==> config.mk <==
export PLATFORM = sky130hd
export DESIGN_NAME = integer_to_ascii_formatter
export DESIGN_NICKNAME = d
export VERILOG_FILES = /design/src/rtl/itaf_pkg.sv /design/src/rtl/itaf_digit_reg.sv /design/src/rtl/integer_to_ascii_formatter.sv
export SDC_FILE = /design/constraint.sdc
export NUM_CORES = 1
export LEC_CHECK = 0
export BUFFER_PORTS_ARGS = -buffer_cell sky130_fd_sc_hd__buf_2
export CORE_UTILIZATION = 55
export DETAILED_ROUTE_END_ITERATION = 8
export MAX_ROUTING_LAYER = met4
export PLACE_DENSITY = 0.74
export SYNTH_ARGS = -nofsm -noshare
export SYNTH_HDL_FRONTEND = slang
export SYNTH_SLANG_ARGS = --single-unit
==> constraint.sdc <==
create_clock -name clk_i -period 5.6 [get_ports clk_i]
set_input_delay 0.28 -clock clk_i [delete_from_list [all_inputs] [get_ports clk_i]]
set_output_delay 0.28 -clock clk_i [all_outputs]
set_load 0.01 [all_outputs]
==> src/rtl/itaf_pkg.sv <==
package itaf_pkg;

  // Fixed field widths
  localparam int unsigned VALUE_W = 32;
  localparam int unsigned CHAR_W  = 7;

  // Default conversion width and the digit count that follows from it
  localparam int unsigned VALUE_WIDTH_DEF = 32;
  localparam int unsigned DIGITS_DEF      = (VALUE_WIDTH_DEF + 2) / 3;

  // Cap on characters per number
  localparam int unsigned MAX_CHARS = 11;

  localparam logic [CHAR_W-1:0] CHAR_ZERO    = 7'h30;
  localparam logic [CHAR_W-1:0] CHAR_NINE    = 7'h39;
  localparam logic [CHAR_W-1:0] CHAR_UPPER_A = 7'h41;
  localparam logic [CHAR_W-1:0] CHAR_UPPER_F = 7'h46;
  localparam logic [CHAR_W-1:0] CHAR_MINUS   = 7'h2D;

  typedef enum logic [1:0] {
    OP_SDEC = 2'd0,
    OP_UDEC = 2'd1,
    OP_OCT  = 2'd2,
    OP_HEX  = 2'd3
  } op_e;

  typedef struct packed {
    logic [VALUE_W-1:0] value;
    op_e                operation;
  } in_item_t;

  typedef struct packed {
    logic [CHAR_W-1:0] character;
    logic              last;
  } out_item_t;

  // Control from the sequencer to the digit register
  typedef struct packed {
    logic clear;   // zero all digits
    logic step;    // correct and shift one binary bit in
    logic drop;    // discard the top digit, move the rest up
    logic bin_bit; // bit shifted in on a step
    op_e  kind;    // conversion kind of the item at work
  } dig_ctrl_t;

  // ASCII code of one digit, upper-case for ten and above
  function automatic logic [CHAR_W-1:0] digit_char(input logic [3:0] d);
    logic [CHAR_W-1:0] c;
    if (d < 4'd10) begin
      c = CHAR_ZERO + {3'b000, d};
    end else begin
      c = CHAR_UPPER_A + {3'b000, d - 4'd10};
    end
    return c;
  endfunction

endpackage

==> src/rtl/itaf_digit_reg.sv <==
module itaf_digit_reg import itaf_pkg::*; #(
  parameter int unsigned NDIG = DIGITS_DEF
) (
  input  logic       clk_i,
  input  dig_ctrl_t  ctrl_i,
  output logic [3:0] top_digit_o
);

  logic [NDIG-1:0][3:0] dig_q;
  logic [NDIG-1:0][3:0] dig_d;
  logic [NDIG-1:0][3:0] corr;
  logic [NDIG:0]        carry;
  logic                 is_dec;
  logic                 is_oct;

  assign is_dec = (ctrl_i.kind == OP_SDEC) || (ctrl_i.kind == OP_UDEC);
  assign is_oct = (ctrl_i.kind == OP_OCT);

  // Add three to decimal digits of five and above, then shift one bit up the chain
  always_comb begin
    carry[0] = ctrl_i.bin_bit;
    for (int i = 0; i < NDIG; i++) begin
      corr[i] = (is_dec && (dig_q[i] >= 4'd5)) ? dig_q[i] + 4'd3 : dig_q[i];
      if (is_oct) begin
        dig_d[i]   = {1'b0, corr[i][1:0], carry[i]};
        carry[i+1] = corr[i][2];
      end else begin
        dig_d[i]   = {corr[i][2:0], carry[i]};
        carry[i+1] = corr[i][3];
      end
    end
  end

  always_ff @(posedge clk_i) begin
    if (ctrl_i.clear) begin
      dig_q <= '0;
    end else if (ctrl_i.step) begin
      dig_q <= dig_d;
    end else if (ctrl_i.drop) begin
      dig_q <= {dig_q[NDIG-2:0], 4'd0};
    end
  end

  assign top_digit_o = dig_q[NDIG-1];

endmodule

==> src/rtl/integer_to_ascii_formatter.sv <==
// Channel   Direction  Handshake                 Payload
// in        input      in_valid_i / in_ready_o   in_item_i  (value, operation)
// out       output     out_valid_o / out_ready_i out_item_o (character, last)
//
// Steps: take the item, shift the value bit by bit through the digit register, drop the
//   leading zero digits, then emit the characters; the bit-serial shift takes the longest.
// Reset: rst_ni clears the sequencer and the output valid; digits need no reset.
// Stalls: a held output stalls character emission only; the last character may wait in
//   the output register while the next item is taken and converted.
module integer_to_ascii_formatter import itaf_pkg::*; #(
  parameter int unsigned VALUE_WIDTH = VALUE_WIDTH_DEF
) (
  input  logic      clk_i,
  input  logic      rst_ni,
  input  logic      in_valid_i,
  output logic      in_ready_o,
  input  in_item_t  in_item_i,
  output logic      out_valid_o,
  input  logic      out_ready_i,
  output out_item_t out_item_o
);

  // Enough digits for octal, which needs the most of the three radices
  localparam int unsigned NDIG    = (VALUE_WIDTH + 2) / 3;
  localparam int unsigned BIT_CW  = $clog2(VALUE_WIDTH);
  localparam int unsigned REM_CW  = $clog2(NDIG + 1);
  localparam int unsigned EMIT_CW = $clog2(MAX_CHARS + 1);

  typedef enum logic [1:0] {
    S_IDLE,
    S_CONV,
    S_SKIP,
    S_EMIT
  } state_e;

  state_e                   state_q;
  logic                     neg_q;
  logic [BIT_CW-1:0]        bit_cnt_q;
  logic [REM_CW-1:0]        rem_q;
  logic [EMIT_CW-1:0]       emit_cnt_q;
  logic                     out_valid_q;
  out_item_t                out_q;

  logic [VALUE_WIDTH-1:0]   bin_q;
  op_e                      kind_q;

  logic [VALUE_WIDTH+VALUE_W-1:0] value_ext;
  logic [VALUE_WIDTH-1:0]   value_in;
  logic                     load_neg;
  logic [VALUE_WIDTH-1:0]   load_mag;
  logic                     in_accept;
  logic                     out_load;
  logic [3:0]               top_digit;
  logic                     skip_zero;
  logic                     last_char;
  dig_ctrl_t                dig_ctrl;

  // Keep only the low VALUE_WIDTH bits, zero-extend where the width exceeds the field
  assign value_ext = {{VALUE_WIDTH{1'b0}}, in_item_i.value};
  assign value_in  = value_ext[VALUE_WIDTH-1:0];

  // Negative signed decimal: take the two's complement magnitude; the most negative
  // value maps onto itself, which is its unsigned magnitude
  assign load_neg  = (in_item_i.operation == OP_SDEC) && value_in[VALUE_WIDTH-1];
  assign load_mag  = load_neg ? (~value_in + VALUE_WIDTH'(1)) : value_in;

  assign in_ready_o = (state_q == S_IDLE);
  assign in_accept  = in_valid_i && in_ready_o;

  // Load a new character when the output register is empty or being taken
  assign out_load   = !out_valid_q || out_ready_i;

  // Drop a leading zero while more than one digit is left, so zero still gives '0'
  assign skip_zero  = (top_digit == 4'd0) && (rem_q != REM_CW'(1));
  assign last_char  = (rem_q == REM_CW'(1)) || (emit_cnt_q == EMIT_CW'(MAX_CHARS - 1));

  always_comb begin
    dig_ctrl.clear   = in_accept;
    dig_ctrl.step    = (state_q == S_CONV);
    dig_ctrl.drop    = ((state_q == S_SKIP) && skip_zero) ||
                       ((state_q == S_EMIT) && out_load && !neg_q);
    dig_ctrl.bin_bit = bin_q[VALUE_WIDTH-1];
    dig_ctrl.kind    = kind_q;
  end

  itaf_digit_reg #(
    .NDIG (NDIG)
  ) u_digit_reg (
    .clk_i       (clk_i),
    .ctrl_i      (dig_ctrl),
    .top_digit_o (top_digit)
  );

  // Binary value, shifted out MSB first into the digit register
  always_ff @(posedge clk_i) begin
    if (in_accept) begin
      bin_q  <= load_mag;
      kind_q <= in_item_i.operation;
    end else if (state_q == S_CONV) begin
      bin_q  <= {bin_q[VALUE_WIDTH-2:0], 1'b0};
    end
  end

  always_ff @(posedge clk_i or negedge rst_ni) begin
    if (!rst_ni) begin
      state_q     <= S_IDLE;
      neg_q       <= 1'b0;
      bit_cnt_q   <= '0;
      rem_q       <= '0;
      emit_cnt_q  <= '0;
      out_valid_q <= 1'b0;
      out_q       <= '0;
    end else begin
      // Drop the output item once taken; during emission the case below handles it
      if (out_valid_q && out_ready_i && (state_q != S_EMIT)) begin
        out_valid_q <= 1'b0;
      end
      unique case (state_q)
        S_IDLE: begin
          if (in_valid_i) begin
            neg_q     <= load_neg;
            bit_cnt_q <= BIT_CW'(VALUE_WIDTH - 1);
            state_q   <= S_CONV;
          end
        end
        S_CONV: begin
          // Advance one bit a cycle until the whole value has gone in
          bit_cnt_q <= bit_cnt_q - BIT_CW'(1);
          if (bit_cnt_q == '0) begin
            rem_q   <= REM_CW'(NDIG);
            state_q <= S_SKIP;
          end
        end
        S_SKIP: begin
          if (skip_zero) begin
            rem_q      <= rem_q - REM_CW'(1);
          end else begin
            emit_cnt_q <= '0;
            state_q    <= S_EMIT;
          end
        end
        S_EMIT: begin
          if (out_load) begin
            out_valid_q <= 1'b1;
            emit_cnt_q  <= emit_cnt_q + EMIT_CW'(1);
            if (neg_q) begin
              // Sign goes first and is never the final character
              out_q.character <= CHAR_MINUS;
              out_q.last      <= 1'b0;
              neg_q           <= 1'b0;
            end else begin
              out_q.character <= digit_char(top_digit);
              out_q.last      <= last_char;
              rem_q           <= rem_q - REM_CW'(1);
              if (last_char) begin
                state_q <= S_IDLE;
              end
            end
          end
        end
      endcase
    end
  end

  assign out_valid_o = out_valid_q;
  assign out_item_o  = out_q;

endmodule

* After elaboration in Yosys (flattened, before gate mapping)
Index checks and enable logic that the tools add are counted.
Storage, ports and cells: output and inout port bits 10, input bits 38, bits in latches 0, memory bits (writable) 0, memories kept 0, register bits 103, word-level logic and storage cells 172, ROM bits 0
Operators by class: add/sub/neg operators 18, muxes and demuxes 62, div/mod/pow operators 0, multiply operators 0, reduce and logical (&&, ||, !) cells 42, order comparisons 12, equal/unequal tests 16, shift operators 0, bitwise logic cells 1
Operators with widths (number):
- $mux 4 | 27
- $mux 32 | 3
- $mux 44 | 2
- $ge 4x3->1 const B | 11
- $add 4x2->4 const B | 10
- $add 32x1->32 const B | 1
- $not 32->32 | 1
- $logic_and 1x1->1 | 19
- $mux 1 | 15
- $ne 2x2->1 const B | 7
- $mux 2 | 6
- $pmux 4 s3 | 1
- $pmux 5 s2 | 1
- $reduce_bool 2->1 | 5
- $mux 8 | 1
- $pmux 2 s4 | 1
- $pmux 4 s2 | 1
- $add 6x4->7 const A | 1
- $add 7x4->7 const A | 1
- $mux 7 | 1
- $eq 2x2->1 const B | 3
- $logic_not 2->1 | 3
- $reduce_and 3->1 | 2
- $reduce_and 6->1 | 1
- 21 further kinds | 27

* Depth between registers and ports, before layout
depth in word-level cells 7, gate-level depth with buffers 10, depth with buffers taken out 7

* Cells and area by module
Synthesis repeated with hierarchy kept, for this count alone.
Unflattened totals: cells, all modules 791, area total of the unflattened synthesis 6891.6 µm²
By module, submodules not included:
- integer_to_ascii_formatter | times used 1, cells each 384, area an instance 3618.5 µm², sequential area each 1646.6 µm²
- itaf_digit_reg | times used 1, cells each 407, area an instance 3273.1 µm², sequential area each 880.8 µm²

* Worst setup path after synthesis
Ideal clock, no wire load.
path kind flip-flop to flip-flop, start register state_q[0], end register bin_q[0], enable pin, required time 5.191 ns, cell stages (with the launch flop) 7, clock period less this slack 2.902 ns, buffers on the path 2, library setup time 0.409 ns, setup slack 2.698 ns, data arrival time 2.493 ns, cell sequence dfrtp_1 > inv_1 > ha_1 > clkbuf_1 > nand2_1 > nand2_1 > clkbuf_1
Between the ends: word-level cells in the longest chain between the ends 3, elaborated cells on any way between the ends 4, those cells by class eq/ne: 1; reduce/logical: 3
RTL lines:
- start, declared | line integer_to_ascii_formatter.sv:36 | state_e state_q;
- start signal, assigned | line integer_to_ascii_formatter.sv:106 | state_q <= S_IDLE;
- start signal, assigned | line integer_to_ascii_formatter.sv:123 | state_q <= S_CONV;
- start signal, assigned | line integer_to_ascii_formatter.sv:131 | state_q <= S_SKIP;
- $logic_not 2->1 | line integer_to_ascii_formatter.sv:67 | assign in_ready_o = (state_q == S_IDLE);
- net in_ready_o | line integer_to_ascii_formatter.sv:16 | output logic in_ready_o,
- $logic_and 1x1->1 | line integer_to_ascii_formatter.sv:68 | assign in_accept = in_valid_i && in_ready_o;
- $reduce_bool 2->1 (no source line)
- end signal, assigned | line integer_to_ascii_formatter.sv:97 | bin_q <= load_mag;
- end signal, assigned | line integer_to_ascii_formatter.sv:100 | bin_q <= {bin_q[VALUE_WIDTH-2:0], 1'b0};
- end, declared | line integer_to_ascii_formatter.sv:44 | logic [VALUE_WIDTH-1:0] bin_q;
The timed path passes the listed nets, and every way through them passes these cells. A chain may end at the register's enable or synchronous reset.

* Worst setup path after layout
start register state_q[1], end register u_digit_reg.dig_q[10] in the netlist's numbering
Between the ends: word-level cells in the longest chain between the ends 5, elaborated cells on any way between the ends 11, those cells by class eq/ne: 3; mux: 1; reduce/logical: 7
RTL lines:
- $eq 2x2->1 | line integer_to_ascii_formatter.sv:81 | ((state_q == S_EMIT) && out_load && !neg_q);
- $logic_and 1x1->1 (2 in series) | line integer_to_ascii_formatter.sv:81
- $logic_or 1x1->1 | line integer_to_ascii_formatter.sv:80 | dig_ctrl.drop = ((state_q == S_SKIP) && skip_zero) ||
- $reduce_bool 2->1 (no source line)
- end signal, assigned | line itaf_digit_reg.sv:38 | dig_q <= dig_d;
- end signal, assigned | line itaf_digit_reg.sv:40 | dig_q <= {dig_q[NDIG-2:0], 4'd0};
- end, declared | line itaf_digit_reg.sv:9 | logic [NDIG-1:0][3:0] dig_q;
Several ways; a longest one is shown, not always the timed one.

==> metrics.txt <==
status=finished, final reports clean; Hold Fails Final Rpt=0; die width=approximately 110 um; Final Instance Area=between 0.007 and 0.008 mm2; Post-synth EDFFs=34; most used cell, CP=inv_1; GRT overflow=0; Cell Area, Placed=about 0.007 mm2; clk buf depth=2; DRC viols=0; Setup CP Type=flip-flop to flip-flop; CP Capture Point=u_digit_reg.dig_q[10]; setup TNS=0 ps; Final Non-Filler Cells=919; cts repair resizes=0; Worst EP required=5850 ps; port buffer count=47; Syn Area/Cell=9.00 um2; TritonCTS Buffers=9; Sink Count=~100; reg2reg end=u_digit_reg.dig_q[10]; Reg2Reg Depth=6; Clock Pin Slew Worst Setup and Hold Paths=around 70 ps; DRT Pass-1 Iters=5; crit end category=flip-flop; Setup Skew=roughly 9.1 ps; R2R Setup Slk=between 2000 and 3000 ps; CP cell instances=inv_1 > ha_1 > buf_4 > inv_1 > nand2_2 > o22ai_1; final setup margin=~2500 ps; WL final=between 10000 and 15000 um; wire length per cell=16.2 um; CTS Root Cell=clkbuf_16; H-Tree Depth=3; Synthesized Nets=approximately 820; dpl ws=2540 ps; vias=roughly 5600; top cells by area, synth=edfxtp_1 (15%), dfxtp_1 (13%), dfrtp_1 (9.3%); total track usage=between 20 and 30%; core area=~0.012 mm2; Rel. slew slack=between 10% and 20%; Worst path max stage delay=between 900 and 1000 ps; PwrDens=about 570 mW/mm2; Seq/Total Area, Yosys=roughly 38%; combinational power share=around 48%; nets=841; clock power share=15.4%; Detail Route Antenna Nets=0; Min-Delay Path Class=primary input to flip-flop; minimum clock period=slightly above 3000 ps; hold path depth=1; most common cell in the synthesized netlist=nand2_1; final period utilization=between 50% and 60%; Sw Ratio=roughly two fifths; Top FF cell, synth=dfxtp_1; crit path DAT=approximately 3300 ps; Die ar.=between 0.01 and 0.015 mm2; global-route wire length before repair=25400 um; Area growth syn-to-layout=8.29%; Top Ports=48; FP Rows=40; crit path max-delay cell type=nand2_2; RSZ-0062 raised after global routing=no; top post-synthesis cells by count=nand2_1 (71), o21ai_0 (69), a21oi_1 (52); FF+latch count, synth=103; synthesized cell area=0.00672 mm2; YS warnings=0; Placer Congestion=0.863; max_cap viols=0; die height=between 100 and 150 um; Sw Pwr=between 0.0015 and 0.002 W; Yosys top cell area share=~15%; vias in the first global route=between 5000 and 6000; Slew Viols, Final=0; detailed placer's ending HPWL=approximately 10000 um; final number of setup-violating endpoints=0; Critical path origin=state_q[1]; Leak Pwr=~3 nW; ratio of cells with drive above 1 in the final layout=between 10 and 15%; largest net degree at the start of global routing=between 70 and 80; CP Max Fanout=55; placed instance count=roughly 900; VDD IR-drop max=0.273 mV; worst slew pin tran=~1200 ps; clock latency on the worst-skew pair=about 360 ps; initial antenna violation count=0; Syn Inst Count=~750; Vias per Instance=roughly 6; Power Total=0.00416 W; leading area contributor after synthesis=edfxtp_1; RR Startpoint=state_q[1]; Seq pwr share=between 30 and 40%; crit start category=flip-flop; Inserted Diodes=0; CTS tree=yes; detailed router's first-iteration violation count=385; Int Pwr=about 0.0024 W; Netlist cell types=64; Max Fclk=~0.33 GHz; Initial Utilization=a little under three fifths; asr flop ratio synth=24.3%
[kinds of logic (layout without fill, tap and decap cells)]
family | after synthesis | count (layout) | synth area share [%]
buf+inv | 90 | 115 | 5.73
simple gates | 200 | 200 | 15.4
flops | 103 | 103 | 37.6
fa+ha+maj | 36 | 36 | 6.70
mux | 50 | 50 | 7.73
xor+xnor | 43 | 43 | 5.60
compound gates | 225 | 225 | 21.2
[sequential cells by signal (all words and copies together), names as in the netlist]
register,flops
kind_q,2
u_digit_reg.top_digit_o,4
u_digit_reg.dig_q,40
state_q,2
rem_q,4
bit_cnt_q,5
out_item_o,8
neg_q,1
bin_q,32
emit_cnt_q,4
out_valid_o,1
[cell usage in the layout (no fill, tap or decap), types with 8 or more instances in the layout]
cell type	n
nor2_1	44
xnor2_1	17
or4_1	12
dfrtp_1	25
o31ai_1	8
buf_2	47
inv_1	48
a31oi_1	11
nand3_1	10
nand2_1	69
o211ai_1	9
xor2_1	26
o41ai_1	8
nor3_1	8
ha_1	36
o21ai_0	69
edfxtp_1	34
a21oi_1	52
dfxtp_1	44
nand2b_1	14
mux2i_1	35
clkbuf_16	10
a221oi_1	8
o22ai_1	25
mux2_2	15
[how the worst min path moves through the flow]
stage	start	end	slack (ps)
5_1_grt	in_item_i[0]	kind_q[0]	100
4_1_cts	in_item_i[0]	kind_q[0]	110
3_3_place_gp	rst_ni	emit_cnt_q[0]	300
2_1_floorplan	rst_ni	bit_cnt_q[0]	-20
3_5_place_dp	rst_ni	emit_cnt_q[0]	310
6_report	in_item_i[0]	kind_q[0]	120
[critical path, delay by kind of cell, from the launching register on]
kind            cells  cell delay, ps
fa+ha+maj           1             180
buf+inv             3             970
compound gates      1             450
flops               1             390
simple gates        1             930
[stage by stage]
stage               utilization, %  hold slack, ps
finish                        60.8             122
global route                  60.8             104
CTS                           60.8             106
detailed placement            58.2             311
global placement              58.2             299
floorplan                        -           -15.6
[layer usage]
metal	routed length, um	global-route usage (%)
met5	0	-
met2	7350	42.9
met1	6740	31.1
met4	182	7.91
met3	638	5.62
[power by group through the flow]
stage / clock, W / combinational (W) / sequential [W]
floorplan: 0 / 0.00166 / 0.00143
global placement: 0 / 0.00191 / 0.00150
detailed placement: 0 / 0.00200 / 0.00152
CTS: 0.000654 / 0.00201 / 0.00151
global route: 0.000679 / 0.00226 / 0.00156
finish: 0.000640 / 0.00201 / 0.00151
[final cells by class]
class / instances / area [um2]
sequential: 103 / 2530
fill: 1019 / 4680
multi-input combinational: 554 / 3810
tap: 147 / 184
inverter: 48 / 180
clock buffer: 14 / 293
clock inverter: 2 / 12.5
timing repair buffer: 51 / 268
[repair_timing]
action | 4_1_cts | 5_1_grt
hold buffers | 1 | 0
setup buffers | 0 | 0
endpoints found under the hold margin | 25 | 0
Note: power is estimated with default switching activity, not from simulation.
